**src/lpfc_pkg.sv**
```systemverilog
// lpfc_pkg: shared constants and types for the LRU page-frame cache.
// No dependencies; used by lru_page_frame_cache_top.
package lpfc_pkg;

    // Fixed field widths of the item and configuration ports
    localparam int TABLE_W = 10;
    localparam int PAGE_W  = 32;
    localparam int CFG_W   = 5;
    localparam int TAG_W   = TABLE_W + PAGE_W;

    // Opcodes of an input item
    localparam logic [1:0] OP_ACCESS      = 2'd0;
    localparam logic [1:0] OP_CLOSE_TABLE = 2'd1;
    localparam logic [1:0] OP_FLUSH_ALL   = 2'd2;

    // Reset value of the frame limit register
    localparam logic [CFG_W-1:0] CFG_RESET = 5'd16;

    typedef logic [TAG_W-1:0] tag_t;

endpackage

```
**src/lpfc_ram.sv**
```systemverilog
// lpfc_ram: generic simple dual-port RAM, one write port, one registered read port.
// No dependencies.
module lpfc_ram #(
    parameter int WIDTH = 8,
    parameter int DEPTH = 16
) (
    input  logic                     aclk,
    input  logic                     wr_en,
    input  logic [$clog2(DEPTH)-1:0] wr_addr,
    input  logic [WIDTH-1:0]         wr_data,
    input  logic [$clog2(DEPTH)-1:0] rd_addr,
    output logic [WIDTH-1:0]         rd_data
);

    logic [WIDTH-1:0] mem_reg [DEPTH];
    logic [WIDTH-1:0] rd_data_reg;

    // Write port and registered read (read returns old data on a collision)
    always_ff @(posedge aclk) begin
        if (wr_en) begin
            mem_reg[wr_addr] <= wr_data;
        end
        rd_data_reg <= mem_reg[rd_addr];
    end

    assign rd_data = rd_data_reg;

endmodule

```
**src/lru_page_frame_cache_top.sv**
```systemverilog
// lru_page_frame_cache_top: fully associative page-frame cache with LRU order.
// Depends on lpfc_pkg and lpfc_ram (tag store and recency links).
//
// Usage:
//   Input channel s_* (valid/ready) carries one item: opcode, table, page, dirty.
//   Opcode access returns one result item; close-table and flush-all return one
//   result item per frame they free (none if nothing matches); opcode 3 returns
//   nothing. m_last marks the final result item of an input item.
//   cfg_wr_en/cfg_wr_data write the frame limit; write it only while idle.
// Timing:
//   One item at a time; s_ready is high only while the sequencer is idle.
//   An access scans the tag RAM one frame per cycle and stops at a hit, then
//   updates the recency list. A miss scans every frame, then fills a free
//   frame while the fill is below the frame limit, else replaces the oldest.
//   A flush walks the recency list oldest first, reading each frame's tag
//   and links and freeing the frame if it matches. Each RAM has a single read port.
// Reset:
//   aresetn (synchronous, active low) empties the cache at once through the
//   valid bits; no clearing pass. The frame limit returns to 16.
// Stall:
//   A result waits in the output register; the sequencer holds while that
//   register is full and not taken, and resumes when m_ready is high.
module lru_page_frame_cache_top #(
    parameter int FRAMES = 16
) (
    input  logic                             aclk,
    input  logic                             aresetn,
    // configuration
    input  logic                             cfg_wr_en,
    input  logic [lpfc_pkg::CFG_W-1:0]       cfg_wr_data,
    // input items
    input  logic                             s_valid,
    output logic                             s_ready,
    input  logic [1:0]                       s_opcode,
    input  logic [lpfc_pkg::TABLE_W-1:0]     s_table_number,
    input  logic [lpfc_pkg::PAGE_W-1:0]      s_page_number,
    input  logic                             s_mark_dirty,
    // result items
    output logic                             m_valid,
    input  logic                             m_ready,
    output logic [$clog2(FRAMES)-1:0]        m_frame_index,
    output logic                             m_hit,
    output logic                             m_load_needed,
    output logic                             m_writeback_valid,
    output logic [lpfc_pkg::TABLE_W-1:0]     m_writeback_table,
    output logic [lpfc_pkg::PAGE_W-1:0]      m_writeback_page,
    output logic                             m_last
);

    localparam int IDX_W  = $clog2(FRAMES);
    localparam int LINK_W = IDX_W + 1;
    localparam int CNT_W  = IDX_W + 1;
    localparam int CMP_W  = (CNT_W > lpfc_pkg::CFG_W) ? CNT_W : lpfc_pkg::CFG_W;
    localparam int TAG_W  = lpfc_pkg::TAG_W;
    localparam int PAGE_W = lpfc_pkg::PAGE_W;

    localparam logic [LINK_W-1:0] NIL      = LINK_W'(FRAMES);
    localparam logic [CNT_W-1:0]  CNT_LAST = CNT_W'(FRAMES);

    // Sequencer states
    localparam logic [3:0] S_IDLE  = 4'd0;
    localparam logic [3:0] S_SCAN  = 4'd1;
    localparam logic [3:0] S_MISS  = 4'd2;
    localparam logic [3:0] S_RD    = 4'd3;
    localparam logic [3:0] S_CAP   = 4'd4;
    localparam logic [3:0] S_UNL   = 4'd5;
    localparam logic [3:0] S_INST  = 4'd6;
    localparam logic [3:0] S_LKA   = 4'd7;
    localparam logic [3:0] S_LKB   = 4'd8;
    localparam logic [3:0] S_EMIT  = 4'd9;
    localparam logic [3:0] S_FNEXT = 4'd10;
    localparam logic [3:0] S_FCHK  = 4'd11;

    // What the shared unlink step returns to
    localparam logic [1:0] M_HIT   = 2'd0;
    localparam logic [1:0] M_EVICT = 2'd1;
    localparam logic [1:0] M_FLUSH = 2'd2;

    logic [3:0]                   state_reg, state_next;
    logic [1:0]                   mode_reg, mode_next;
    logic [lpfc_pkg::CFG_W-1:0]   limit_reg, limit_next;
    logic [FRAMES-1:0]            valid_reg, valid_next;
    logic [FRAMES-1:0]            dirty_reg, dirty_next;
    logic [LINK_W-1:0]            newest_reg, newest_next;
    logic [LINK_W-1:0]            oldest_reg, oldest_next;
    logic [CNT_W-1:0]             fill_reg, fill_next;

    // captured input item
    logic [1:0]                   op_reg, op_next;
    logic [lpfc_pkg::TABLE_W-1:0] tbl_reg, tbl_next;
    logic [PAGE_W-1:0]            pg_reg, pg_next;
    logic                         mark_reg, mark_next;

    // scan, walk and link working registers
    logic [CNT_W-1:0]             scan_cnt_reg, scan_cnt_next;
    logic                         cmp_vld_reg, cmp_vld_next;
    logic [IDX_W-1:0]             cmp_idx_reg, cmp_idx_next;
    logic                         free_found_reg, free_found_next;
    logic [IDX_W-1:0]             free_idx_reg, free_idx_next;
    logic [IDX_W-1:0]             f_reg, f_next;
    logic [LINK_W-1:0]            cur_reg, cur_next;
    logic [CNT_W-1:0]             guard_reg, guard_next;
    logic [LINK_W-1:0]            o_reg, o_next;
    logic [LINK_W-1:0]            n_reg, n_next;
    lpfc_pkg::tag_t               tag_reg, tag_next;
    logic                         wbv_reg, wbv_next;

    // pending flush result (held until we know whether it is the last)
    logic                         pend_vld_reg, pend_vld_next;
    logic [IDX_W-1:0]             pend_frame_reg, pend_frame_next;
    logic                         pend_wbv_reg, pend_wbv_next;
    lpfc_pkg::tag_t               pend_tag_reg, pend_tag_next;

    // output register
    logic                         m_valid_reg, m_valid_next;
    logic [IDX_W-1:0]             m_frame_reg, m_frame_next;
    logic                         m_hit_reg, m_hit_next;
    logic                         m_load_reg, m_load_next;
    logic                         m_wbv_reg, m_wbv_next;
    logic [lpfc_pkg::TABLE_W-1:0] m_wbt_reg, m_wbt_next;
    logic [PAGE_W-1:0]            m_wbp_reg, m_wbp_next;
    logic                         m_last_reg, m_last_next;

    // RAM ports
    logic                         tag_we;
    logic [IDX_W-1:0]             tag_waddr, tag_raddr;
    lpfc_pkg::tag_t               tag_wdata, tag_rdata;
    logic                         old_we, new_we;
    logic [IDX_W-1:0]             old_waddr, new_waddr, link_raddr;
    logic [LINK_W-1:0]            old_wdata, new_wdata, old_rdata, new_rdata;

    logic                         out_free;
    logic [CMP_W-1:0]             cfg_ext, cap, fill_ext;
    logic [IDX_W-1:0]             evict_idx;
    logic                         flush_match;

    lpfc_ram #(.WIDTH(TAG_W), .DEPTH(FRAMES)) u_tag_ram (
        .aclk(aclk), .wr_en(tag_we), .wr_addr(tag_waddr), .wr_data(tag_wdata),
        .rd_addr(tag_raddr), .rd_data(tag_rdata)
    );

    lpfc_ram #(.WIDTH(LINK_W), .DEPTH(FRAMES)) u_older_ram (
        .aclk(aclk), .wr_en(old_we), .wr_addr(old_waddr), .wr_data(old_wdata),
        .rd_addr(link_raddr), .rd_data(old_rdata)
    );

    lpfc_ram #(.WIDTH(LINK_W), .DEPTH(FRAMES)) u_newer_ram (
        .aclk(aclk), .wr_en(new_we), .wr_addr(new_waddr), .wr_data(new_wdata),
        .rd_addr(link_raddr), .rd_data(new_rdata)
    );

    assign out_free = !m_valid_reg || m_ready;
    assign s_ready  = (state_reg == S_IDLE);

    // Clamp the frame limit to 1..FRAMES
    always_comb begin
        cfg_ext  = CMP_W'(limit_reg);
        fill_ext = CMP_W'(fill_reg);
        if (cfg_ext == '0) begin
            cap = CMP_W'(1);
        end else if (cfg_ext > CMP_W'(FRAMES)) begin
            cap = CMP_W'(FRAMES);
        end else begin
            cap = cfg_ext;
        end
    end

    assign evict_idx   = (oldest_reg < NIL) ? oldest_reg[IDX_W-1:0] : '0;
    assign flush_match = valid_reg[f_reg] &&
                         (op_reg == lpfc_pkg::OP_FLUSH_ALL ||
                          tag_reg[TAG_W-1:PAGE_W] == tbl_reg);

    // Sequencer
    always_comb begin
        state_next      = state_reg;
        mode_next       = mode_reg;
        limit_next      = limit_reg;
        valid_next      = valid_reg;
        dirty_next      = dirty_reg;
        newest_next     = newest_reg;
        oldest_next     = oldest_reg;
        fill_next       = fill_reg;
        op_next         = op_reg;
        tbl_next        = tbl_reg;
        pg_next         = pg_reg;
        mark_next       = mark_reg;
        scan_cnt_next   = scan_cnt_reg;
        cmp_vld_next    = 1'b0;
        cmp_idx_next    = cmp_idx_reg;
        free_found_next = free_found_reg;
        free_idx_next   = free_idx_reg;
        f_next          = f_reg;
        cur_next        = cur_reg;
        guard_next      = guard_reg;
        o_next          = o_reg;
        n_next          = n_reg;
        tag_next        = tag_reg;
        wbv_next        = wbv_reg;
        pend_vld_next   = pend_vld_reg;
        pend_frame_next = pend_frame_reg;
        pend_wbv_next   = pend_wbv_reg;
        pend_tag_next   = pend_tag_reg;
        m_valid_next    = m_valid_reg && !m_ready;
        m_frame_next    = m_frame_reg;
        m_hit_next      = m_hit_reg;
        m_load_next     = m_load_reg;
        m_wbv_next      = m_wbv_reg;
        m_wbt_next      = m_wbt_reg;
        m_wbp_next      = m_wbp_reg;
        m_last_next     = m_last_reg;
        tag_we          = 1'b0;
        tag_waddr       = f_reg;
        tag_wdata       = {tbl_reg, pg_reg};
        tag_raddr       = f_reg;
        old_we          = 1'b0;
        old_waddr       = f_reg;
        old_wdata       = NIL;
        new_we          = 1'b0;
        new_waddr       = f_reg;
        new_wdata       = NIL;
        link_raddr      = f_reg;

        if (cfg_wr_en) begin
            limit_next = cfg_wr_data;
        end

        case (state_reg)
            S_IDLE: begin
                if (s_valid) begin
                    op_next   = s_opcode;
                    tbl_next  = s_table_number;
                    pg_next   = s_page_number;
                    mark_next = s_mark_dirty;
                    if (s_opcode == lpfc_pkg::OP_ACCESS) begin
                        scan_cnt_next   = '0;
                        free_found_next = 1'b0;
                        state_next      = S_SCAN;
                    end else if (s_opcode == lpfc_pkg::OP_CLOSE_TABLE ||
                                 s_opcode == lpfc_pkg::OP_FLUSH_ALL) begin
                        cur_next      = oldest_reg;
                        guard_next    = '0;
                        pend_vld_next = 1'b0;
                        mode_next     = M_FLUSH;
                        state_next    = S_FNEXT;
                    end
                end
            end

            // one tag read per cycle, compared in the following cycle
            S_SCAN: begin
                if (scan_cnt_reg < CNT_LAST) begin
                    tag_raddr     = scan_cnt_reg[IDX_W-1:0];
                    cmp_vld_next  = 1'b1;
                    cmp_idx_next  = scan_cnt_reg[IDX_W-1:0];
                    scan_cnt_next = scan_cnt_reg + CNT_W'(1);
                end
                if (cmp_vld_reg) begin
                    if (valid_reg[cmp_idx_reg] && tag_rdata == {tbl_reg, pg_reg}) begin
                        f_next                  = cmp_idx_reg;
                        dirty_next[cmp_idx_reg] = dirty_reg[cmp_idx_reg] | mark_reg;
                        wbv_next                = 1'b0;
                        mode_next               = M_HIT;
                        cmp_vld_next            = 1'b0;
                        state_next              = S_RD;
                    end else if (!valid_reg[cmp_idx_reg] && !free_found_reg) begin
                        free_found_next = 1'b1;
                        free_idx_next   = cmp_idx_reg;
                    end
                end else if (scan_cnt_reg == CNT_LAST) begin
                    state_next = S_MISS;
                end
            end

            // pick a free frame or the oldest one
            S_MISS: begin
                mode_next = M_EVICT;
                if (fill_ext < cap && free_found_reg) begin
                    f_next     = free_idx_reg;
                    fill_next  = fill_reg + CNT_W'(1);
                    wbv_next   = 1'b0;
                    state_next = S_INST;
                end else begin
                    f_next = evict_idx;
                    if (valid_reg[evict_idx]) begin
                        wbv_next   = dirty_reg[evict_idx];
                        state_next = S_RD;
                    end else begin
                        fill_next  = fill_reg + CNT_W'(1);
                        wbv_next   = 1'b0;
                        state_next = S_INST;
                    end
                end
            end

            S_RD: begin
                state_next = S_CAP;
            end

            S_CAP: begin
                o_next     = old_rdata;
                n_next     = new_rdata;
                tag_next   = tag_rdata;
                state_next = (mode_reg == M_FLUSH) ? S_FCHK : S_UNL;
            end

            // take f_reg out of the recency list
            S_UNL: begin
                if (n_reg < NIL) begin
                    old_we    = 1'b1;
                    old_waddr = n_reg[IDX_W-1:0];
                    old_wdata = o_reg;
                end else begin
                    newest_next = o_reg;
                end
                if (o_reg < NIL) begin
                    new_we    = 1'b1;
                    new_waddr = o_reg[IDX_W-1:0];
                    new_wdata = n_reg;
                end else begin
                    oldest_next = n_reg;
                end
                case (mode_reg)
                    M_HIT:   state_next = S_LKA;
                    M_EVICT: state_next = S_INST;
                    default: begin
                        cur_next   = n_reg;
                        state_next = S_FNEXT;
                    end
                endcase
            end

            S_INST: begin
                tag_we            = 1'b1;
                valid_next[f_reg] = 1'b1;
                dirty_next[f_reg] = mark_reg;
                state_next        = S_LKA;
            end

            // append f_reg as newest: own links first
            S_LKA: begin
                old_we     = 1'b1;
                old_wdata  = newest_reg;
                new_we     = 1'b1;
                new_wdata  = NIL;
                state_next = S_LKB;
            end

            // then the previous newest points at it
            S_LKB: begin
                if (newest_reg < NIL) begin
                    new_we    = 1'b1;
                    new_waddr = newest_reg[IDX_W-1:0];
                    new_wdata = LINK_W'(f_reg);
                end else begin
                    oldest_next = LINK_W'(f_reg);
                end
                newest_next = LINK_W'(f_reg);
                state_next  = S_EMIT;
            end

            S_EMIT: begin
                if (out_free) begin
                    m_valid_next = 1'b1;
                    m_frame_next = f_reg;
                    m_hit_next   = (mode_reg == M_HIT);
                    m_load_next  = (mode_reg != M_HIT);
                    m_wbv_next   = wbv_reg;
                    m_wbt_next   = wbv_reg ? tag_reg[TAG_W-1:PAGE_W] : '0;
                    m_wbp_next   = wbv_reg ? tag_reg[PAGE_W-1:0] : '0;
                    m_last_next  = 1'b1;
                    state_next   = S_IDLE;
                end
            end

            // walk step: visit the next frame or finish
            S_FNEXT: begin
                if (cur_reg < NIL && guard_reg < CNT_LAST) begin
                    f_next     = cur_reg[IDX_W-1:0];
                    guard_next = guard_reg + CNT_W'(1);
                    state_next = S_RD;
                end else if (!pend_vld_reg) begin
                    state_next = S_IDLE;
                end else if (out_free) begin
                    m_valid_next  = 1'b1;
                    m_frame_next  = pend_frame_reg;
                    m_hit_next    = 1'b0;
                    m_load_next   = 1'b0;
                    m_wbv_next    = pend_wbv_reg;
                    m_wbt_next    = pend_wbv_reg ? pend_tag_reg[TAG_W-1:PAGE_W] : '0;
                    m_wbp_next    = pend_wbv_reg ? pend_tag_reg[PAGE_W-1:0] : '0;
                    m_last_next   = 1'b1;
                    pend_vld_next = 1'b0;
                    state_next    = S_IDLE;
                end
            end

            // free a matching frame; the previous one goes out, not last
            S_FCHK: begin
                if (!flush_match) begin
                    cur_next   = n_reg;
                    state_next = S_FNEXT;
                end else if (!pend_vld_reg || out_free) begin
                    if (pend_vld_reg) begin
                        m_valid_next = 1'b1;
                        m_frame_next = pend_frame_reg;
                        m_hit_next   = 1'b0;
                        m_load_next  = 1'b0;
                        m_wbv_next   = pend_wbv_reg;
                        m_wbt_next   = pend_wbv_reg ? pend_tag_reg[TAG_W-1:PAGE_W] : '0;
                        m_wbp_next   = pend_wbv_reg ? pend_tag_reg[PAGE_W-1:0] : '0;
                        m_last_next  = 1'b0;
                    end
                    pend_vld_next     = 1'b1;
                    pend_frame_next   = f_reg;
                    pend_wbv_next     = dirty_reg[f_reg];
                    pend_tag_next     = tag_reg;
                    valid_next[f_reg] = 1'b0;
                    dirty_next[f_reg] = 1'b0;
                    if (fill_reg != '0) begin
                        fill_next = fill_reg - CNT_W'(1);
                    end
                    state_next = S_UNL;
                end
            end

            default: begin
                state_next = S_IDLE;
            end
        endcase
    end

    // Control registers
    always_ff @(posedge aclk) begin
        if (!aresetn) begin
            state_reg    <= S_IDLE;
            limit_reg    <= lpfc_pkg::CFG_RESET;
            valid_reg    <= '0;
            dirty_reg    <= '0;
            newest_reg   <= NIL;
            oldest_reg   <= NIL;
            fill_reg     <= '0;
            cmp_vld_reg  <= 1'b0;
            pend_vld_reg <= 1'b0;
            m_valid_reg  <= 1'b0;
        end else begin
            state_reg    <= state_next;
            limit_reg    <= limit_next;
            valid_reg    <= valid_next;
            dirty_reg    <= dirty_next;
            newest_reg   <= newest_next;
            oldest_reg   <= oldest_next;
            fill_reg     <= fill_next;
            cmp_vld_reg  <= cmp_vld_next;
            pend_vld_reg <= pend_vld_next;
            m_valid_reg  <= m_valid_next;
        end
    end

    // Working and payload registers
    always_ff @(posedge aclk) begin
        mode_reg       <= mode_next;
        op_reg         <= op_next;
        tbl_reg        <= tbl_next;
        pg_reg         <= pg_next;
        mark_reg       <= mark_next;
        scan_cnt_reg   <= scan_cnt_next;
        cmp_idx_reg    <= cmp_idx_next;
        free_found_reg <= free_found_next;
        free_idx_reg   <= free_idx_next;
        f_reg          <= f_next;
        cur_reg        <= cur_next;
        guard_reg      <= guard_next;
        o_reg          <= o_next;
        n_reg          <= n_next;
        tag_reg        <= tag_next;
        wbv_reg        <= wbv_next;
        pend_frame_reg <= pend_frame_next;
        pend_wbv_reg   <= pend_wbv_next;
        pend_tag_reg   <= pend_tag_next;
        m_frame_reg    <= m_frame_next;
        m_hit_reg      <= m_hit_next;
        m_load_reg     <= m_load_next;
        m_wbv_reg      <= m_wbv_next;
        m_wbt_reg      <= m_wbt_next;
        m_wbp_reg      <= m_wbp_next;
        m_last_reg     <= m_last_next;
    end

    assign m_valid           = m_valid_reg;
    assign m_frame_index     = m_frame_reg;
    assign m_hit             = m_hit_reg;
    assign m_load_needed     = m_load_reg;
    assign m_writeback_valid = m_wbv_reg;
    assign m_writeback_table = m_wbt_reg;
    assign m_writeback_page  = m_wbp_reg;
    assign m_last            = m_last_reg;

`ifndef SYNTH
    // fill count tracks the number of valid frames between items
    a_fill_count: assert property (@(posedge aclk) disable iff (!aresetn)
        (state_reg == S_IDLE) |-> ($countones(valid_reg) == int'(fill_reg)))
        else $error("fill count differs from valid frame count");

    // list ends are empty together
    a_list_ends: assert property (@(posedge aclk) disable iff (!aresetn)
        (newest_reg == NIL) == (oldest_reg == NIL))
        else $error("recency list ends disagree");

    // empty list when idle means no valid frame
    a_list_empty: assert property (@(posedge aclk) disable iff (!aresetn)
        (state_reg == S_IDLE) |-> ((oldest_reg == NIL) == (valid_reg == '0)))
        else $error("recency list and valid bits disagree");

    // no flush result left behind once idle
    a_no_pending: assert property (@(posedge aclk) disable iff (!aresetn)
        (state_reg == S_IDLE) |-> !pend_vld_reg)
        else $error("pending flush item lost");
`endif

endmodule
```
**config.mk**
```make
export PLATFORM = sky130hd
export DESIGN_NAME = lru_page_frame_cache_top
export DESIGN_NICKNAME = d
export VERILOG_FILES = /design/src/lpfc_pkg.sv /design/src/lpfc_ram.sv /design/src/lru_page_frame_cache_top.sv
export SDC_FILE = /design/constraint.sdc
export NUM_CORES = 2
export LEC_CHECK = 0
export ABC_AREA = 1
export BUFFER_PORTS_ARGS = -buffer_cell sky130_fd_sc_hd__clkbuf_2
export CAP_MARGIN = 20
export CORE_ASPECT_RATIO = 0.7
export CORE_MARGIN = 2
export CORE_UTILIZATION = 45
export CTS_CLUSTER_SIZE = 14
export DETAILED_ROUTE_END_ITERATION = 12
export MAX_ROUTING_LAYER = met4
export SLEW_MARGIN = 15
export SYNTH_ARGS = -nofsm -noshare
export SYNTH_HDL_FRONTEND = slang
export SYNTH_SLANG_ARGS = --single-unit
export TNS_END_PERCENT = 50
```
**constraint.sdc**
```tcl
create_clock -name aclk -period 5.5 [get_ports aclk]
set_clock_uncertainty 0.05 [all_clocks]
set_input_delay 0.275 -clock aclk [delete_from_list [all_inputs] [get_ports aclk]]
set_output_delay 0.275 -clock aclk [all_outputs]
set_load 0.005 [all_outputs]
```
* After elaboration in Yosys (flattened, before gate mapping)
Memories as Yosys holds them, arrays and structs flattened. A register that Yosys moved wholly into a read port is not among the register bits.
Index checks and enable logic that the tools add are counted.
** Word-level totals
- Register bits :: 284
- Bits in writable memories :: 832
- Input bits :: 55
- Output and inout bits :: 52
- Word-level logic and storage cells :: 353
- Memories kept :: 3
** Memory list
- u_tag_ram.mem_reg :: depth 16, width 42, read ports 1, clocked after memory_dff 1, wr ports 1, line lpfc_ram.sv:15 : logic [WIDTH-1:0] mem_reg [DEPTH];
- u_newer_ram.mem_reg :: depth 16, width 5, read ports 1, clocked after memory_dff 1, wr ports 1, line lpfc_ram.sv:15
- u_older_ram.mem_reg :: depth 16, width 5, read ports 1, clocked after memory_dff 1, wr ports 1, line lpfc_ram.sv:15
** Operators by class
- Add/subtract/negate cells :: 4
- $lt $le $gt $ge :: 14
- Equal/unequal tests :: 47
- Multiplexer cells :: 186
- Bitwise gates (word level) :: 6
- Reduce and logical (&&, ||, !) cells :: 57
** Operators with widths (number)
- 32-bit 2-to-1 mux :: 9
- 5-bit 2-to-1 mux :: 25
- 4-bit 2-to-1 mux :: 30
- 16-bit 2-to-1 mux :: 6
- 32-bit case mux with 3 select lines :: 1
- 10-bit 2-to-1 mux :: 9
- 5-bit case mux with 2 select lines :: 7
- 1-bit 2-to-1 mux :: 62
- 16-bit case mux with 3 select lines :: 1
- 4-bit case mux with 12 select lines :: 1
- 42-bit == test :: 1
- 2-bit inequality test, second input constant :: 21
- 5-bit less-than comparator, second input constant :: 7
- 16-bit bitwise AND :: 2
- 16-bit bitwise mux :: 2
- 16-bit case mux with 2 select lines :: 1
- 10-bit case mux with 3 select lines :: 1
- 1-bit binary-select mux with 4-bit select :: 6
- 4-bit case mux with 3 select lines :: 2
- 6-bit AND reduction :: 4
- 1-bit case mux with 3 select lines :: 7
- 5-bit AND reduction :: 4
- 3-bit nonzero test :: 6
- 4-bit by 3-bit == test with 1-bit output, second input constant :: 4
- 41 further kinds :: 95

* Logic depth before layout (Yosys ltp)
- Word-level depth :: 9
- Depth in mapped cells :: 17
- Depth with buffers taken out :: 16

* Modules after synthesis
A second synthesis with hierarchy kept.
** Unflattened totals
- Cell total of the unflattened synthesis :: 5145
- Area total of the unflattened synthesis :: 51142.8 µm²
** By module, submodules not included
- lpfc_ram at u_tag_ram :: times used 1, cells an instance 2773, area an instance 29483.3 µm², seq. area each 21020.2 µm²
- lru_page_frame_cache_top :: times used 1, cells an instance 1662, area an instance 14234.9 µm², seq. area each 7937.6 µm²
- lpfc_ram at u_newer_ram :: times used 1, cells an instance 355, area an instance 3733.6 µm², seq. area each 2502.4 µm²
- lpfc_ram at u_older_ram :: times used 1, cells an instance 355, area an instance 3691.0 µm², seq. area each 2502.4 µm²

* Worst setup path before layout
Ideal clock, no wire load.
- Kind :: register to register
- Start point :: register tbl_reg[3] (netlist name)
- End point :: register pend_frame_reg[0], enable pin
- Library setup time :: 0.452 ns
- Data arrival time :: 3.290 ns
- Path slack :: 1.709 ns
- Cell stages (with the launch flop) :: 13
- Buffers on the path :: 0
- Cell sequence :: edfxtp_1 > inv_1 > nand2_1 > nand2_1 > inv_1 > nand2_1 > nor2_1 > nand3_1 > nand2_1 > nand2_1 > inv_1 > nand2_1 > nor2_1
** On the way
- Word-level cells in the longest chain between the ends :: 4
** RTL lines
- start: declaration :: line lru_page_frame_cache_top.sv:90 : logic [lpfc_pkg::TABLE_W-1:0] tbl_reg, tbl_next;
- start signal: assignment :: line lru_page_frame_cache_top.sv:463 : tbl_reg <= tbl_next;
- 10-bit == test :: line lru_page_frame_cache_top.sv:171 : tag_reg[TAG_W-1:PAGE_W] == tbl_reg);
- 1-bit logical OR :: line lru_page_frame_cache_top.sv:170 : (op_reg == lpfc_pkg::OP_FLUSH_ALL ||
- 1-bit logical AND :: line lru_page_frame_cache_top.sv:169 : assign flush_match = valid_reg[f_reg] &&
- 3-bit AND reduction (no line)
- end signal: assignment :: line lru_page_frame_cache_top.sv:477 : pend_frame_reg <= pend_frame_next;
- end: declaration :: line lru_page_frame_cache_top.sv:110 : logic [IDX_W-1:0] pend_frame_reg, pend_frame_next;
No other way between the ends.
A chain may end at the register's enable or synchronous reset.

* Worst setup path after layout
- Start point :: register f_reg[2]
- End point :: register m_wbp_reg[26], in the netlist m_writeback_page[26], enable pin
** On the way
- Word-level cells in the longest chain between the ends :: 5
** RTL lines
- start: declaration :: line lru_page_frame_cache_top.sv:100 : logic [IDX_W-1:0] f_reg, f_next;
- start signal: assignment :: line lru_page_frame_cache_top.sv:470 : f_reg <= f_next;
- 1-bit binary-select mux with 4-bit select :: line lru_page_frame_cache_top.sv:169
- 1-bit 2-to-1 mux (not written as such) :: line lru_page_frame_cache_top.sv:169
- 1-bit logical AND :: line lru_page_frame_cache_top.sv:169
- 2-bit inequality test (no line)
- 8-bit AND reduction (no line)
- end signal: assignment :: line lru_page_frame_cache_top.sv:485 : m_wbp_reg <= m_wbp_next;
- end: declaration :: line lru_page_frame_cache_top.sv:121 : logic [PAGE_W-1:0] m_wbp_reg, m_wbp_next;
No other way between the ends. The select of a mux whose other input is x is not followed.

==> impl_metrics.toml <==
[timing]
grt_setup_unrepaired = "no"
hold_slack_ps = 59.5
final_max_slew_viol_count = 0
worst_pin_slew_ps = 1160
fin_ws_ps = 1670
min_period_ps = 3830
hold_violations = 0
tns_ps = 0
timing.slew.headroom_pct = 21.9
fin_crit_sh_pct = 69.6
setup_viol = 0
fmax_mhz = 261

[final_layout]
fin_nets = 4452
final_cell_area_sq_um = 54800
syn2layout_area_growth_pct = 13.0
drive_gt1_share_pct = 8.91
multiInputGateArea_sq_um = 11500
layoutNonFillerInstCount = 5911
postLayoutCoreUtil_pct = 51.4
largest_reg_flops = 672
seqCellArea_sq_um = 34000
fillCellCount = 9340

[pwr]
total_power_mw = 26.4
p_seq_share_pct = 44.0
pwr-share-comb_pct = 27.8
p_per_area_nw_per_um2 = 482
ir_drop_mv = 0.503
p_leak_nw = 20.3
p_int_mw = 16.9
switching_share_pct = 35.8
p_sw_mw = 9.46
p_clk_share_pct = 28.2

[drt]
drt_iter0_markers = 3719
routed-via-count = 32100
wl_mm = 131
dr.pass1.iters = 8
drc = 0
via_per_inst = 5.43
antenna_left = 0
routedWlPerCell_microns = 22.2

[clock_tree]
post_cts_buffers = 0
cts_tree = "done"
clock-sinks = 1168
cts_resized = 0
clk_latency_ps = 730
cts_buffer_depth = 3
clk_pin_slew_ps = 70
ctsHoldBuffers = 60
root_buffer = "clkbuf_16"
numCtsBuffers = 110
clock_tree.htree_level_count = 3

[synth]
synth_cell_types = 49
netlist_top_cells_count = "1057 x edfxtp_1, 691 x nand2_1, 581 x inv_1, 373 x nand3_1, 285 x o21ai_0"
synth_top_flop_cell = "edfxtp_1"
ys_seq_elements = 1168
synth_edf_count = 1057
synth_area_leader_cell = "edfxtp_1"
synth_area_sq_um = 48400
synth_cells = 4239
synth.net_count = 4306
synth_area_leaders = "edfxtp_1 66%, nand2_1 5.4%, dfxtp_1 4.6%"
synth_warnings = 0
synth-async-reset-ratio_pct = 0
synth_top_area_share_pct = 65.5
ys_seq_area_share_pct = 70.1
synth_most_common_cell = "edfxtp_1"
syn_avg_cell_area_sq_um = 11.4

[die]
die_area_sq_um = 110000
core_area_sq_um = 106000
initial_utilization_pct = 45.5
ioPinCount = 107
die_w_microns = 396
rows = 100
die_h_microns = 279

[global_routing]
grt_pass1_vias = 29300
grt_max_degree = 189
grt_overflow = 0
grt_pass1_wl_mm = 193
antenna_found_initial = 3
gr-usage-all-layers_pct = 24.3

[placement]
dp_cells = 5640
postPlaceCellArea_sq_um = 50600
place_congestion = 0.941
pre_cts_ws_ps = 1730
dp_hpwl_mm = 80.1
port-buffer-count = 106

[hold_path]
hold_path_class = "in -> reg"

[run_status]
outcome = "finished, final reports clean"

[critical_path]
crit_required_ps = 5820
cp-end-kind = "register"
start_kind = "register"
worstPathArrival_ps = 4150
crit_fanout = 29
crit_type = "reg -> reg"

[job]
drv_cap = 0
path summary, 6_finish.rpt:
check	from	end	slack, ps	depth (start not counted)
setup / recovery	f_reg[2]	m_writeback_page[26]	1670	11
hold reg to reg	u_older_ram.rd_data[1]	o_reg[1]	360	0
hold / removal	m_ready	m_last	60	5
setup reg to reg	f_reg[2]	m_writeback_page[26]	1670	11
power by group through the flow:
| stage | clock (mW) | combinational, mW | sequential (mW) |
|---|---|---|---|
| floorplan | 0 | 4.96 | 11.5 |
| global placement | 0 | 7.16 | 11.8 |
| detailed placement | 0 | 7.21 | 11.8 |
| CTS | 7.57 | 7.27 | 11.6 |
| global route | 7.91 | 8.12 | 11.7 |
| finish | 7.44 | 7.34 | 11.6 |
cell usage in the layout (no fill, tap or decap), drive strengths merged, types with 2 or more instances in the layout:
master	netlist	routed
a21oi	277	277
a211oi	7	7
a22oi	81	81
o211ai	174	174
inv	593	597
xnor2	16	16
a31oi	7	7
nand3b	4	4
clkbuf	71	274
buf	138	77
or4	10	10
diode	0	3
nand3	373	373
o31ai	4	4
dfxtp	111	111
nor3	7	7
clkinv	1	32
bufinv	0	2
clkinvlp	0	2
xor2	10	10
nand2	694	694
ha	11	11
edfxtp	1057	1057
nand4	28	28
nor2	238	238
nor4	2	2
o22ai	20	20
dlygate4sd3	0	60
o21ai	293	293
worst max-delay path, cell delays in order, from the launching register on:
cell and delay [ps]:
edfxtp_1 520, nand2_1 590, inv_1 140, nand2_1 100, nand2_1 50, nor2_1 340, nand2_1 170, nand2_1 130
nand2_1 120, nor3_1 220, and3b_2 570, buf_4 440
layout make-up:
type                            instances  share of cell area (%)
Inverter                              594                    4.09
Multi-Input combinational cell       2268                    20.9
Sequential cell                      1168                    62.0
Clock buffer                          168                    5.81
Clock inverter                         39                   0.583
Antenna cell                            3                  0.0137
Timing Repair Buffer                  243                    3.30
Tap cell                             1428                    3.26
layer usage:
metal | global-route usage (%) | share of wire, % | routed length, microns | up-vias
li1 | - | - | - | 15100
met1 | 36.9 | 47 | 61800 | 15500
met2 | 32.6 | 41 | 54000 | 1351
met3 | 6.22 | 10 | 13100 | 168
met4 | 4.91 | 1.8 | 2350 | 0
met5 | - | 0 | 0 | -
logic make-up (layout without fill, tap and decap cells):
kind of cell | after synthesis | count (layout) | synth area share, %
simple gates | 1362 | 1362 | 12.0
flops | 1168 | 1168 | 70.1
compound gates | 868 | 868 | 10.5
xor+xnor | 26 | 26 | 0.470
fa+ha+maj | 12 | 12 | 0.325
other cells | 0 | 3 | 0
buf+inv | 803 | 1044 | 6.64
Note: power is estimated with default switching activity, not from simulation.
